`config.mk`:
```
export PLATFORM = sky130hd
export DESIGN_NAME = srg_mul
export DESIGN_NICKNAME = d
export VERILOG_FILES = /design/src/srg_pkg.sv /design/src/srg_mul.sv
export SDC_FILE = /design/constraint.sdc
export NUM_CORES = 2
export LEC_CHECK = 0
export ABC_AREA = 1
export BUFFER_PORTS_ARGS = -buffer_cell sky130_fd_sc_hd__buf_4
export CAP_MARGIN = 20
export CELL_PAD_IN_SITES_DETAIL_PLACEMENT = 1
export CELL_PAD_IN_SITES_GLOBAL_PLACEMENT = 1
export CORE_MARGIN = 2
export CORE_UTILIZATION = 53
export DETAILED_ROUTE_END_ITERATION = 16
export PLACE_DENSITY = 0.95
export SLEW_MARGIN = 5
export SYNTH_ARGS = -nofsm -noshare
export SYNTH_HDL_FRONTEND = slang
export SYNTH_SLANG_ARGS = --single-unit
```
`constraint.sdc`:
```
create_clock -name clk -period 22.1 [get_ports clk]
set_input_delay 4.42 -clock clk [delete_from_list [all_inputs] [get_ports clk]]
set_output_delay 4.42 -clock clk [all_outputs]
set_load 0.005 [all_outputs]
```
`src/srg_pkg.sv`:
```
// Shared types, register indexes and correction polynomial tables for the pair kick block.
package srg_pkg;

  localparam int MUL_W  = 33;
  localparam int PROD_W = 2 * MUL_W;
  localparam int POLY_W = 40;
  localparam int ACC_W  = 48;
  localparam int CPL_FRAC = 24;
  localparam int WIDE_W = 69;

  localparam logic [1:0] REG_COUPLING     = 2'd0;
  localparam logic [1:0] REG_CUTOFF_SQ    = 2'd1;
  localparam logic [1:0] REG_SOFTENING_SQ = 2'd2;
  localparam logic [1:0] REG_POLY_ORDER   = 2'd3;

  localparam logic [2:0] ORD4 = 3'd4;
  localparam logic [2:0] ORD5 = 3'd5;
  localparam logic [2:0] ORD6 = 3'd6;

  localparam logic signed [WIDE_W-1:0] I32_MAX  = 69'sh0_7FFF_FFFF;
  localparam logic signed [WIDE_W-1:0] I32_MIN  = -69'sh0_8000_0000;
  localparam logic signed [WIDE_W-1:0] ACC_MAX  = 69'sh7FFF_FFFF_FFFF;
  localparam logic signed [WIDE_W-1:0] ACC_MIN  = -69'sh8000_0000_0000;
  localparam logic signed [WIDE_W-1:0] POLY_MAX = 69'sh7F_FFFF_FFFF;
  localparam logic signed [WIDE_W-1:0] POLY_MIN = -69'sh80_0000_0000;

  typedef enum logic [4:0] {
    ST_IDLE, ST_D_MUL, ST_D_ACC, ST_CUT, ST_SQRT, ST_P_MUL, ST_P_LOAD, ST_DIV,
    ST_POLY_INIT, ST_POLY_HI, ST_POLY_LO, ST_POLY_ADD, ST_G, ST_F_MUL, ST_F_ACC,
    ST_FIN, ST_K_HI, ST_K_LO, ST_K_ADD
  } st_t;

  function automatic logic poly_on(input logic [2:0] order);
    return (order == ORD4) || (order == ORD5) || (order == ORD6);
  endfunction

  // Q.32 Horner coefficients, index 0 is the constant term
  function automatic logic signed [31:0] poly_coef(input logic [2:0] order,
                                                   input logic [2:0] k);
    logic signed [31:0] c;
    c = '0;
    case (order)
      ORD6: begin
        case (k)
          3'd0: c = 32'sd1165787268;
          3'd1: c = -32'sd336465161;
          3'd2: c = 32'sd57175464;
          3'd3: c = -32'sd6849829;
          3'd4: c = 32'sd568379;
          3'd5: c = -32'sd28493;
          3'd6: c = 32'sd633;
          default: c = '0;
        endcase
      end
      ORD5: begin
        case (k)
          3'd0: c = 32'sd1156750657;
          3'd1: c = -32'sd322542595;
          3'd2: c = 32'sd49309661;
          3'd3: c = -32'sd4694958;
          3'd4: c = 32'sd281282;
          3'd5: c = -32'sd6321;
          default: c = '0;
        endcase
      end
      ORD4: begin
        case (k)
          3'd0: c = 32'sd1132707430;
          3'd1: c = -32'sd294757163;
          3'd2: c = 32'sd37892264;
          3'd3: c = -32'sd2544712;
          3'd4: c = 32'sd70705;
          default: c = '0;
        endcase
      end
      default: c = '0;
    endcase
    return c;
  endfunction

endpackage

```
`src/srg_mul.sv`:
```
// Shared unsigned multiplier with registered product.
module srg_mul import srg_pkg::*; (
  input  logic              clk,
  input  logic [MUL_W-1:0]  a,
  input  logic [MUL_W-1:0]  b,
  output logic [PROD_W-1:0] prod_r
);

  always_ff @(posedge clk) begin
    prod_r <= PROD_W'(a) * PROD_W'(b);
  end

endmodule
```
==> results_dict.tcl <==
set metrics [dict create \
    fin_crit_ns 12.51 \
    synthesis.nets 6696 \
    seq_area_mm2 0.00132 \
    critPathMaxFanout 33 \
    cts_buffers 9 \
    grt_max_degree 34 \
    max_freq_ghz 0.0799 \
    cts_tree "built" \
    nFillCells 9442 \
    grt-ovfl-total 0 \
    grt_usage_pct 48.7 \
    area_delta_synth_final_pct 3.86 \
    synth_top_area_share_pct 48.2 \
    whs_path_depth 3 \
    chipHeight_um 278 \
    root_buffer "clkbuf_16" \
    ys_seq_area_share_pct 3.32 \
    drt_iter0_markers 4232 \
    drt_wl_total_um 183000 \
    synth_top_cell_by_area "fa_1" \
    rsz0062_at_grt "no" \
    cts_setup_buffers 0 \
    cp_cell_sequence "buf_4, nand2_1, fa_1, fa_1, fa_1, fa_1, inv_1, fa_1, fa_1, fa_1, inv_1, fa_1, inv_1, ha_1, nand2_1, nor2_1, inv_2, nor2_4, inv_2, o21bai_2, inv_1, nand2_1, xor2_1" \
    gp_congestion 0.941 \
    portBuffers 132 \
    syn_inst 5406 \
    multi_input_area_mm2 0.0304 \
    hold_path.class "in -> reg" \
    avgRoutedWirePerCell_um 29.3 \
    path_common_cell "fa_1" \
    ios 133 \
    critPathMaxStageDelay_ns 1.14 \
    coreArea_mm2 0.0744 \
    num_vias 37852 \
    crit_type "in -> reg" \
    finalNetCount 6575 \
    netlist_area_mm2 0.0398 \
    crit_buf_inv 7 \
    initial_utilization_pct 53.5 \
    cts_sinks 66 \
    synth-seq-cells 66 \
    cap_violations 0 \
    hold_viol 0 \
    drtPass1Iterations 8 \
    hold_path.startpoint "b[0]" \
    top_regs "prod_r x66" \
    path_clk_slew_ns 0.07 \
    cts_resized 0 \
    start_kind "input port" \
    setup-tns-final_ns 0 \
    cpMaxStageDelayCell "fa_1" \
    drive_gt1_share_pct 3.63 \
    cts.path.max_buffers 2 \
    required_ns 22.30 \
    worstSetupEndpointType "flip-flop" \
    cpLargestDelayFamily "adder cells" \
    yosys-top-cells-area "fa_1, inv_1, nand2_1" \
    hold_path_end "prod_r[0]$_DFF_P_" \
    top_register "prod_r" \
    hpwl_um 131000 \
    yosysWarnings 0 \
    relSlewSlack_pct 44.9 \
    holdBufCountCts 0 \
    grt_antenna_before_repair 14 \
    largest_reg_flops 66 \
    worst_pin_slew_ns 0.825 \
    drc 0 \
    grt_pass1_vias 44362 \
    min_period_over_period_pct 56.6 \
    cts_max_level 3 \
    arrival_ns 12.72 \
    slew_viol_final 0 \
    antenna_left 0 \
    grt_pass1_wl_um 275000 \
    rows 100 \
    dieArea_mm2 0.0773 \
    status "finished, final reports clean" \
    syn_area_per_cell_um2 7.37 \
    setup_violations 0 \
    synth_cell_type_count 29 \
    dieWidth_um 278 \
    via_per_inst 6.04 \
    startpoint "a[27]" \
]
==> kinds of logic (layout without fill, tap and decap cells) <==
group	Yosys count	after routing	share of synthesized area (%)
AND/OR/NAND/NOR	1858	1858	18.2
AO/OA/AOI/OAI	57	57	0.804
adder cells (fa/ha/maj)	1223	1223	56.5
XOR/XNOR	36	36	0.792
flip-flops	66	66	3.32
buffers and inverters	2166	2050	20.4
other	0	6	0
==> Yosys cell counts <==
| cell type | count |
|---|---|
| o21ai_0 | 2 |
| o21bai_2 | 2 |
| nand3_2 | 8 |
| nor4_1 | 1 |
| and3b_1 | 1 |
| ha_1 | 265 |
| nand3_1 | 51 |
| nor3_1 | 10 |
| nor2_2 | 13 |
| xnor2_1 | 5 |
| clkbuf_1 | 264 |
| o21ai_1 | 2 |
| and2_1 | 1 |
| nand2_1 | 1652 |
| xor2_1 | 31 |
| nor2_4 | 2 |
| a21oi_1 | 42 |
| nor2_1 | 96 |
| o21bai_1 | 8 |
| inv_2 | 10 |
| nand2_2 | 5 |
| o211ai_1 | 1 |
| and3_1 | 1 |
| inv_1 | 1892 |
| nand4_1 | 13 |
| nor3_2 | 3 |
| fa_1 | 958 |
| nor3_4 | 1 |
| dfxtp_1 | 66 |
==> placed cells by master (no fill, tap or decap), types with 3 or more instances in the layout <==
| cell | n |
|---|---|
| nor3_2 | 3 |
| nand3_1 | 51 |
| xor2_1 | 31 |
| inv_2 | 10 |
| diode_2 | 6 |
| ha_1 | 265 |
| a21oi_1 | 42 |
| nand2_2 | 5 |
| nand2_1 | 1652 |
| clkbuf_16 | 9 |
| dfxtp_1 | 66 |
| inv_1 | 1892 |
| nor3_1 | 10 |
| fa_1 | 958 |
| inv_6 | 3 |
| nand3_2 | 8 |
| nand4_1 | 13 |
| buf_4 | 132 |
| nor2_2 | 13 |
| xnor2_1 | 5 |
| o21bai_1 | 8 |
| nor2_1 | 96 |
==> per-stage QoR <==
step	utilization, %	cells	hold WS, ns	setup WS [ns]	cell area, um2
after floorplan	-	5406	4.69	11.62	39800
after global placement	55.1	6243	4.80	10.79	41000
after detailed placement	55.1	6243	4.80	10.43	41000
final	55.6	6265	4.55	9.59	41400
after global routing	55.5	6262	4.55	9.58	41300
after CTS	55.5	6259	4.55	10.68	41300
==> worst max path at each step <==
stage                     cells past startpoint                  to
after floorplan                              27  prod_r[64]$_DFF_P_
after global placement                       23  prod_r[34]$_DFF_P_
after detailed placement                     27  prod_r[48]$_DFF_P_
after CTS                                    23  prod_r[34]$_DFF_P_
after global routing                         23  prod_r[34]$_DFF_P_
final                                        23  prod_r[34]$_DFF_P_
==> final cells by class <==
cell class                      instances  share of cell area [%]
Multi-Input combinational cell       3174                    73.4
Inverter                             1902                    17.3
Sequential cell                        66                    3.19
Tap cell                              969                    2.93
Timing Repair Buffer                  132                    2.40
Clock buffer                           10                   0.578
Clock inverter                          6                   0.172
Antenna cell                            6                  0.0363
==> metal layers <==
metal,wire length [um],vias to the layer above,GRT usage [%]
li1,-,14283,-
met1,55000,18451,50.2
met2,82200,3420,75.9
met3,23800,1684,19.2
met4,22300,14,45.4
met5,81,-,0.250
Power is not shown: default switching activity piles up to over one toggle a cycle in this logic, so the estimate is an artifact.
